File: config.mk
export PLATFORM = sky130hd
export DESIGN_NAME = dryer_cycle_sequencer
export DESIGN_NICKNAME = d
export VERILOG_FILES = /design/src/design/dcs_pkg.sv /design/src/design/dryer_cycle_sequencer.sv
export SDC_FILE = /design/constraint.sdc
export NUM_CORES = 1
export LEC_CHECK = 0
export ABC_AREA = 1
export BUFFER_PORTS_ARGS = -buffer_cell sky130_fd_sc_hd__buf_4
export CAP_MARGIN = 20
export CORE_AREA = 4 4 240 242
export DETAILED_ROUTE_END_ITERATION = 16
export DIE_AREA = 0 0 244 246
export GPL_ROUTABILITY_DRIVEN = 0
export SLEW_MARGIN = 20
export SYNTH_ARGS = -nofsm -noshare
export SYNTH_HDL_FRONTEND = slang
export SYNTH_SLANG_ARGS = --single-unit
File: constraint.sdc
create_clock -name clk -period 3.45 [get_ports clk]
set_clock_uncertainty 0.1 [all_clocks]
set_input_delay 0.5175 -clock clk [delete_from_list [all_inputs] [get_ports clk]]
set_output_delay 0.5175 -clock clk [all_outputs]
set_load 0.005 [all_outputs]
File: src/design/dcs_pkg.sv
package dcs_pkg;

  // event kinds carried on in_tuser
  localparam logic [1:0] MODE_TICK  = 2'd0;
  localparam logic [1:0] MODE_EVAL  = 2'd1;
  localparam logic [1:0] MODE_START = 2'd2;
  localparam logic [1:0] MODE_STOP  = 2'd3;

  // phase codes
  localparam logic [1:0] PH_IDLE    = 2'd0;
  localparam logic [1:0] PH_PREHEAT = 2'd1;
  localparam logic [1:0] PH_DRY     = 2'd2;

  // configuration register indexes
  localparam logic [2:0] REG_TARGET      = 3'd0;
  localparam logic [2:0] REG_HYST        = 3'd1;
  localparam logic [2:0] REG_TOTAL       = 3'd2;
  localparam logic [2:0] REG_PREHEAT     = 3'd3;
  localparam logic [2:0] REG_AGIT_PERIOD = 3'd4;
  localparam logic [2:0] REG_AGIT_SECS   = 3'd5;
  localparam logic [2:0] REG_EXH_PERIOD  = 3'd6;
  localparam logic [2:0] REG_EXH_SECS    = 3'd7;

  localparam int SEC_W  = 17;
  localparam int WIN_W  = 12;
  localparam int MIN_W  = 11;
  localparam int TEMP_W = 12;

  // result beat layout on out_tdata
  localparam int OUT_HEATER = 0;
  localparam int OUT_FAN    = 1;
  localparam int OUT_SERVO  = 2;
  localparam int OUT_PH_LO  = 3;
  localparam int OUT_PH_HI  = 4;
  localparam int OUT_REM_LO = 5;
  localparam int OUT_REM_HI = 21;
  localparam int OUT_FIN    = 22;
  localparam int OUT_DATA_W = 24;

  typedef struct packed {
    logic             heater;
    logic             fan;
    logic             servo;
    logic [1:0]       phase;
    logic [SEC_W-1:0] total_left;
    logic [SEC_W-1:0] preheat_left;
    logic [SEC_W-1:0] until_agit;
    logic [WIN_W-1:0] agit_left;
    logic [SEC_W-1:0] until_exh;
    logic [WIN_W-1:0] exh_left;
  } seq_state_t;

  // minutes to seconds: m * 60 = m * 64 - m * 4
  function automatic logic [SEC_W-1:0] min_to_sec(input logic [MIN_W-1:0] m);
    logic [SEC_W-1:0] mx;
    mx = {{(SEC_W-MIN_W){1'b0}}, m};
    return (mx << 6) - (mx << 2);
  endfunction

endpackage

File: src/design/dryer_cycle_sequencer.sv
// an accepted event beat passes the event register, then the result register,
// before its result beat is offered; throughput: one event per cycle unless
// out_tready stalls the result beat; the state update is a single pass of logic
// reset: synchronous active-low rst_n returns to idle with all drives off,
// counters cleared and configuration registers at their defaults
module dryer_cycle_sequencer
  import dcs_pkg::*;
(
  input  logic                  clk,
  input  logic                  rst_n,
  input  logic                  in_tvalid,
  output logic                  in_tready,
  input  logic [15:0]           in_tdata,   // [11:0] temperature_tenths (signed)
  input  logic [1:0]            in_tuser,   // [1:0] mode
  output logic                  out_tvalid,
  input  logic                  out_tready,
  // [0] heater_drive, [1] fan_drive, [2] servo_drive, [4:3] phase,
  // [21:5] remaining_seconds, [22] cycle_finished, [23] zero
  output logic [OUT_DATA_W-1:0] out_tdata,
  input  logic                  cfg_valid,
  output logic                  cfg_ready,
  input  logic [2:0]            cfg_index,
  input  logic [11:0]           cfg_data
);

  logic [10:0] target_r;
  logic [8:0]  hyst_r;
  logic [10:0] total_min_r;
  logic [10:0] preheat_min_r;
  logic [10:0] agit_period_r;
  logic [11:0] agit_secs_r;
  logic [10:0] exh_period_r;
  logic [11:0] exh_secs_r;

  logic              s1_valid_r;
  logic [1:0]        s1_mode_r;
  logic [TEMP_W-1:0] s1_temp_r;

  seq_state_t st_r, st_nxt;
  logic       fin_nxt;

  logic                  out_valid_r;
  logic [OUT_DATA_W-1:0] out_data_r;

  logic advance;
  logic s1_fire;

  assign cfg_ready  = 1'b1;
  assign advance    = !out_valid_r || out_tready;
  assign s1_fire    = s1_valid_r && advance;
  assign in_tready  = !s1_valid_r || advance;
  assign out_tvalid = out_valid_r;
  assign out_tdata  = out_data_r;

  function automatic logic [SEC_W-1:0] dec_sec(input logic [SEC_W-1:0] v);
    return (v != '0) ? v - 1'b1 : v;
  endfunction

  function automatic logic [WIN_W-1:0] dec_win(input logic [WIN_W-1:0] v);
    return (v != '0) ? v - 1'b1 : v;
  endfunction

  always_ff @(posedge clk) begin
    if (!rst_n) begin
      target_r      <= 11'd800;
      hyst_r        <= 9'd50;
      total_min_r   <= 11'd360;
      preheat_min_r <= 11'd30;
      agit_period_r <= 11'd20;
      agit_secs_r   <= 12'd60;
      exh_period_r  <= 11'd30;
      exh_secs_r    <= 12'd120;
    end else if (cfg_valid && cfg_ready) begin
      case (cfg_index)
        REG_TARGET:      target_r      <= cfg_data[10:0];
        REG_HYST:        hyst_r        <= cfg_data[8:0];
        REG_TOTAL:       total_min_r   <= cfg_data[10:0];
        REG_PREHEAT:     preheat_min_r <= cfg_data[10:0];
        REG_AGIT_PERIOD: agit_period_r <= cfg_data[10:0];
        REG_AGIT_SECS:   agit_secs_r   <= cfg_data[11:0];
        REG_EXH_PERIOD:  exh_period_r  <= cfg_data[10:0];
        REG_EXH_SECS:    exh_secs_r    <= cfg_data[11:0];
        default: ;
      endcase
    end
  end

  // event register
  always_ff @(posedge clk) begin
    if (!rst_n) begin
      s1_valid_r <= 1'b0;
    end else if (in_tready) begin
      s1_valid_r <= in_tvalid;
    end
  end

  always_ff @(posedge clk) begin
    if (in_tvalid && in_tready) begin
      s1_mode_r <= in_tuser;
      s1_temp_r <= in_tdata[TEMP_W-1:0];
    end
  end

  // single-pass state update
  always_comb begin
    logic signed [12:0] temp_s;
    logic signed [12:0] target_s;
    logic signed [12:0] low_s;
    logic               exh_start;
    logic               agit_start;

    st_nxt   = st_r;
    fin_nxt  = 1'b0;
    temp_s   = {s1_temp_r[TEMP_W-1], s1_temp_r};
    target_s = $signed({2'b00, target_r});
    low_s    = target_s - $signed({4'b0000, hyst_r});
    exh_start  = 1'b0;
    agit_start = 1'b0;

    case (s1_mode_r)
      MODE_TICK: begin
        if (st_r.phase != PH_IDLE) begin
          st_nxt.total_left   = dec_sec(st_r.total_left);
          st_nxt.preheat_left = dec_sec(st_r.preheat_left);
          st_nxt.until_agit   = dec_sec(st_r.until_agit);
          st_nxt.agit_left    = dec_win(st_r.agit_left);
          st_nxt.until_exh    = dec_sec(st_r.until_exh);
          st_nxt.exh_left     = dec_win(st_r.exh_left);
        end
      end
      MODE_EVAL: begin
        if (st_r.phase != PH_IDLE) begin
          if (temp_s < low_s) begin
            st_nxt.heater = 1'b1;
          end else if (temp_s >= target_s) begin
            st_nxt.heater = 1'b0;
          end
          if (st_r.phase == PH_PREHEAT) begin
            if (st_r.preheat_left == '0) begin
              st_nxt.phase = PH_DRY;
            end
          end else if (st_r.total_left == '0) begin
            st_nxt.heater = 1'b0;
            st_nxt.fan    = 1'b0;
            st_nxt.servo  = 1'b0;
            st_nxt.phase  = PH_IDLE;
            fin_nxt       = 1'b1;
          end else begin
            // exhaust has priority; agitation sees the exhaust counter after it
            exh_start = (st_r.exh_left == '0) && (st_r.until_exh == '0) &&
                        (st_r.agit_left == '0);
            if (exh_start) begin
              st_nxt.servo     = 1'b1;
              st_nxt.fan       = 1'b1;
              st_nxt.exh_left  = exh_secs_r;
              st_nxt.until_exh = min_to_sec(exh_period_r);
            end
            agit_start = (st_r.agit_left == '0) && (st_r.until_agit == '0) &&
                         (st_nxt.exh_left == '0);
            if (agit_start) begin
              st_nxt.fan        = 1'b1;
              st_nxt.agit_left  = agit_secs_r;
              st_nxt.until_agit = min_to_sec(agit_period_r);
            end
            if (st_nxt.fan && (st_nxt.agit_left == '0) && (st_nxt.exh_left == '0)) begin
              st_nxt.fan   = 1'b0;
              st_nxt.servo = 1'b0;
            end
          end
        end
      end
      MODE_START: begin
        if (st_r.phase == PH_IDLE) begin
          st_nxt.total_left   = min_to_sec(total_min_r);
          st_nxt.preheat_left = min_to_sec(preheat_min_r);
          st_nxt.until_exh    = min_to_sec(exh_period_r);
          st_nxt.until_agit   = min_to_sec(agit_period_r);
          st_nxt.phase        = PH_PREHEAT;
        end
      end
      MODE_STOP: begin
        st_nxt.heater = 1'b0;
        st_nxt.fan    = 1'b0;
        st_nxt.servo  = 1'b0;
        st_nxt.phase  = PH_IDLE;
      end
      default: ;
    endcase
  end

  always_ff @(posedge clk) begin
    if (!rst_n) begin
      st_r <= '0;
    end else if (s1_fire) begin
      st_r <= st_nxt;
    end
  end

  // result register
  always_ff @(posedge clk) begin
    if (!rst_n) begin
      out_valid_r <= 1'b0;
    end else if (advance) begin
      out_valid_r <= s1_valid_r;
    end
  end

  always_ff @(posedge clk) begin
    if (s1_fire) begin
      out_data_r <= {1'b0, fin_nxt, st_nxt.total_left, st_nxt.phase,
                     st_nxt.servo, st_nxt.fan, st_nxt.heater};
    end
  end

endmodule

# Yosys cells after proc, flatten, opt, wreduce, memory -nomap -nowiden
# Cells that the tools add are included.
# classes
n_eq_ne,23
muxes,46
magnitude_cmp,2
add_sub_neg,11
n_bitwise,2
reduce_logical,47
# ops
cell,count
29-bit 2-to-1 mux,10
58-bit 2-to-1 mux,3
17-bit one-hot mux with 3 select lines,2
92-bit 2-to-1 mux,1
17-bit 2-to-1 mux,5
17-bit zero test,4
34-bit one-hot mux with 2 select lines,1
17-bit nonzero test,4
17-bit by 1-bit subtractor with 17-bit output (second input constant),4
17-bit by 13-bit subtractor with 17-bit output,4
53-bit 2-to-1 mux,1
12-bit zero test,4
12-bit one-hot mux with 2 select lines,2
12-bit 2-to-1 mux,2
2-bit != test (second input constant),12
12-bit nonzero test,2
12-bit by 1-bit subtractor with 12-bit output (second input constant),2
9-bit AND reduction,2
2-bit AND reduction,8
7-bit AND reduction,2
3-bit == test (second input constant),4
12-bit >= comparator,1
12-bit < comparator,1
2-bit 2-to-1 mux,6
other kinds (20),44
# totals
in_bits,38
regBits,224
out_inout_bits,27

# Longest topological paths before layout
# depth
depth_word,23
ltp_mapped,27
ltp_nobuf,27

# Least setup slack after synthesis
# OpenSTA, ideal clock, no wires.
# synth_path
path_type,register to register
start,reg hyst_r[2]
end,reg st_r[96] (netlist bit)
setup_ns,0.115
t_arrival_ns,2.604
t_required_ns,3.235
stages_incl_launch_ff,20
slack_ns,0.630
period_less_slack_ns,2.820
path_cell_list,dfxtp_1 inv_1 ha_1 nand3_1 and2_1 o21ai_0 a21o_1 a21oi_1 o21ai_0 xor2_1 ha_1 nand2_1 o21ai_0 nand2_1 nand2_1 o211ai_1 nand3_1 nand2_1 o21ai_0 inv_1
# synth_rtl
element,line_no,source
from (decl),dryer_cycle_sequencer.sv:27,logic [8:0] hyst_r;
from (signal assigned),dryer_cycle_sequencer.sv:76,REG_HYST: hyst_r <= cfg_data[8:0];
to (signal assigned),dryer_cycle_sequencer.sv:195,st_r <= st_nxt;
to (decl),dryer_cycle_sequencer.sv:39,"seq_state_t st_r, st_nxt;"

==> parameters.txt <==
Parameter                              Value

Status
  Result of the run ... finished clean

Clocking
  Worst skew pair latency ... 550 ps
  Num CTS Buffers ... 26
  Maximum root-to-sink buffer count ... 3
  Clock-pin slew reported for the worst setup and hold paths after clock tree synthesis ... 60 ps
  Hold-fix buffers at CTS ... 0
  TritonCTS clock tree ... yes
  Clock sinks ... 224
  Clock Tree Root ... clkbuf_16
  CTS H-Tree Depth ... 1

Critical path
  Start-to-end type of the worst setup path ... reg2reg
  Startpoint class of the critical path ... register
  Cell at the slowest stage of the critical path ... fa_1
  Endpoint class of the critical path ... register
  Logic depth of the worst register-to-register path ... 21
  Critical path, cell by cell ... inv_1 > ha_1 > inv_1 > fa_1 > nand3_1 > nand2_1 > a21oi_1 > o21bai_2 > a21oi_1 > o21bai_1 > xnor2_1 > ha_1 > nand2_1 > o21ai_1 > nand2_1 > nand2_1 > o211ai_1 > nand3_1 > nand2_1 > o21ai_0 > inv_1
  Reg-to-reg endpoint ... st_r[96]
  Origin of the critical flop-to-flop path ... target_r[0]
  Worst path max stage delay ... 410 ps
  Max FO, Critical Path ... 2
  Worst R2R Setup Slack ... 190 ps
  Data arrival, critical path ... 3610 ps
  Crit path top cell by count ... nand2_1
  WP data required ... 3800 ps

Synthesis
  Top area cells in the synthesized netlist ... dfxtp_1, o21ai_0, edfxtp_1
  Post-synth design cell area ... 0.0137 mm²
  Yosys warns ... 0
  Proportion of netlist area held by the largest area contributor ... 27.3%
  Seq cells post-synth ... 224
  Synth cell types ... 61
  Share of flip-flops with an asynchronous set or reset ... 0%
  Syn_nets ... 2031
  Cells after synthesis ... 1916
  Post-synth EDFFs ... 37
  Sequential-to-total area share from yosys stat ... 35.4%
  Mean post-synth cell area ... 7.15 µm²
  Most instantiated flip-flop cell in the synthesis netlist ... dfxtp_1
  Area leader, netlist ... dfxtp_1

Die
  Number of top-level design ports ... 65
  Initial Util ... 24.9%
  Die span in x ... 244 µm
  Core footprint ... 0.0551 mm²
  Die footprint ... 0.0600 mm²
  Die span in y ... 246 µm
  Standard-cell rows ... 86

Global route
  Tot GR Track Use ... 12.5%
  Global route overflow ... 0
  Number of antenna violations at the first check in global routing ... 0
  Via count of the first global-routing pass ... 12402
  Maximum number of pins on one net before global-route repair ... 145
  Wire length of the first global-routing pass ... 62700 µm

Routing
  Via density per instance ... 4.79
  Vias after detailed routing ... 13081
  Routed Antenna Nets ... 0
  Post-Route WL ... 38900 µm
  First-pass iteration count of the detailed router ... 6
  Iteration-0 DRC Markers ... 904
  Wirelength per Cell ... 14.2 µm
  Total DRC errors in the routed layout ... 0

Cells and area
  Layout Area Growth over Synthesis ... 15.6%
  Commonest cells after routing, fill and taps aside ... inv_1, o21ai_0, nand2_1, nor2_1, a21oi_1
  Antenna diode instance count ... 0
  Post-route standard cell area excluding fillers ... 0.0158 mm²
  Fraction of final layout cells sized beyond drive strength 1 ... 9.23%
  Net count reported at finish ... 2078
  Most common library cell in the layout ignoring fill and taps ... inv_1

STA
  Measured slew at the worst slew-check pin ... 892 ps
  Shortest period the worst path allows ... 3260 ps
  Ratio of final minimum period to clock period ... 94.5%
  Final count of pins violating max slew ... 0
  # setup viols final ... 0
  Slew Limit Headroom ... 40.5%
  Number of hold-slack violations in the final timing report ... 0
  Hold Worst Slack ... 44.8 ps
  Maximum achievable frequency ... 307 MHz

Min path
  End point of the worst hold path ... s1_mode_r[0]
  Hold Path Depth ... 1
  Min-Delay Path Class ... in2reg
  Beginning of the worst hold path ... in_tuser[0]

Placed design
  Half-perimeter wire length after placement ... 28000 µm
  Area after detailed placement ... 0.0149 mm²
  Number of buffers added on ports ... 58

Pwr
  LEAKAGE ... 0.00683 µW
  Maximum vdd drop ... 0.336 mV
  Post-route total power ... 7510 µW
  Cell Pwr Density ... 474 mW/mm²

Job
  Max-Cap Viols ... 0
[worst max path at each step]
stage	endpoint	start	slack, ps	cells after the start
floorplan	st_r[96]	hyst_r[2]	630	19
global placement	st_r[96]	hyst_r[2]	50	20
detailed placement	st_r[96]	hyst_r[2]	40	19
CTS	st_r[96]	hyst_r[2]	30	19
global route	st_r[96]	target_r[0]	-30	21
finish	st_r[96]	target_r[0]	190	21
[sequential cells by signal (all words and copies together) (netlist names)]
name	count
s1_mode_r	2
s1_temp_r	12
exh_period_r	11
total_min_r	11
hyst_r	9
preheat_min_r	11
out_tdata	23
st_r	97
target_r	11
out_tvalid	1
s1_valid_r	1
agit_period_r	11
exh_secs_r	12
agit_secs_r	12
[cells by family (layout without fill, tap and decap cells)]
group,Yosys count,count (layout),synth area share [%]
adder cells (fa/ha/maj),77,77,7.08
AO/OA/AOI/OAI,577,577,23.7
XOR/XNOR,50,50,3.20
flip-flops,224,224,35.4
buffers and inverters,350,416,10.1
AND/OR/NAND/NOR,636,636,20.5
other,2,2,0.0548
[report_power, final]
| group | internal (µW) | switching [µW] |
|---|---|---|
| clock | 1670 | 1130 |
| sequential | 2800 | 108 |
| combinational | 619 | 1170 |
[layer usage]
layer | share of wire (%) | wire length [µm] | global-route usage [%]
met5 | 0 | 0 | 0
met4 | 2.1 | 805 | 3.05
met3 | 6.3 | 2440 | 2.29
met2 | 45 | 17500 | 20.5
met1 | 47 | 18100 | 16.9
[critical path, delay by kind of cell, from the launching register on]
kind	cells	cell delay, ps
buffers and inverters	3	170
adder cells (fa/ha/maj)	3	840
flip-flops	1	310
AND/OR/NAND/NOR	7	570
AO/OA/AOI/OAI	7	1030
XOR/XNOR	1	150
[synthesized netlist by cell type, drive strengths merged, types with 32 or more instances]
master  number
a21oi      211
clkbuf      50
dfxtp      187
edfxtp      37
ha          76
inv        281
nand2      238
nand3       82
nand4       32
nor2       239
o21ai      232
xor2        36
[what timing repair did]
| action | 4_1_cts | 5_1_grt |
|---|---|---|
| endpoints found under the setup margin | 0 | 5 |
| setup buffers | 0 | 2 |
| gates resized for setup | 0 | 6 |
[metrics by stage]
stage / instances / setup TNS [ps] / util, % / setup WS (ps)
after floorplan: 1916 / 0 / - / 630
after global placement: 2680 / 0 / 27.1 / 45.5
after detailed placement: 2680 / 0 / 27.1 / 44.7
after CTS: 2727 / 0 / 28.7 / 34.3
after global routing: 2730 / -25.4 / 28.8 / -25.4
final: 2730 / 0 / 28.8 / 191
[cell type report]
cell class              instances  area (µm²)
clock inverters                12         140
clock buffers                  35         716
well taps                     748         936
flip-flops and latches        224        4850
inverters                     284        1070
fillers                      5985       39300
multi-input cells            1342        7470
repair buffers                 85         656
Power figures use the tool's default switching activity.
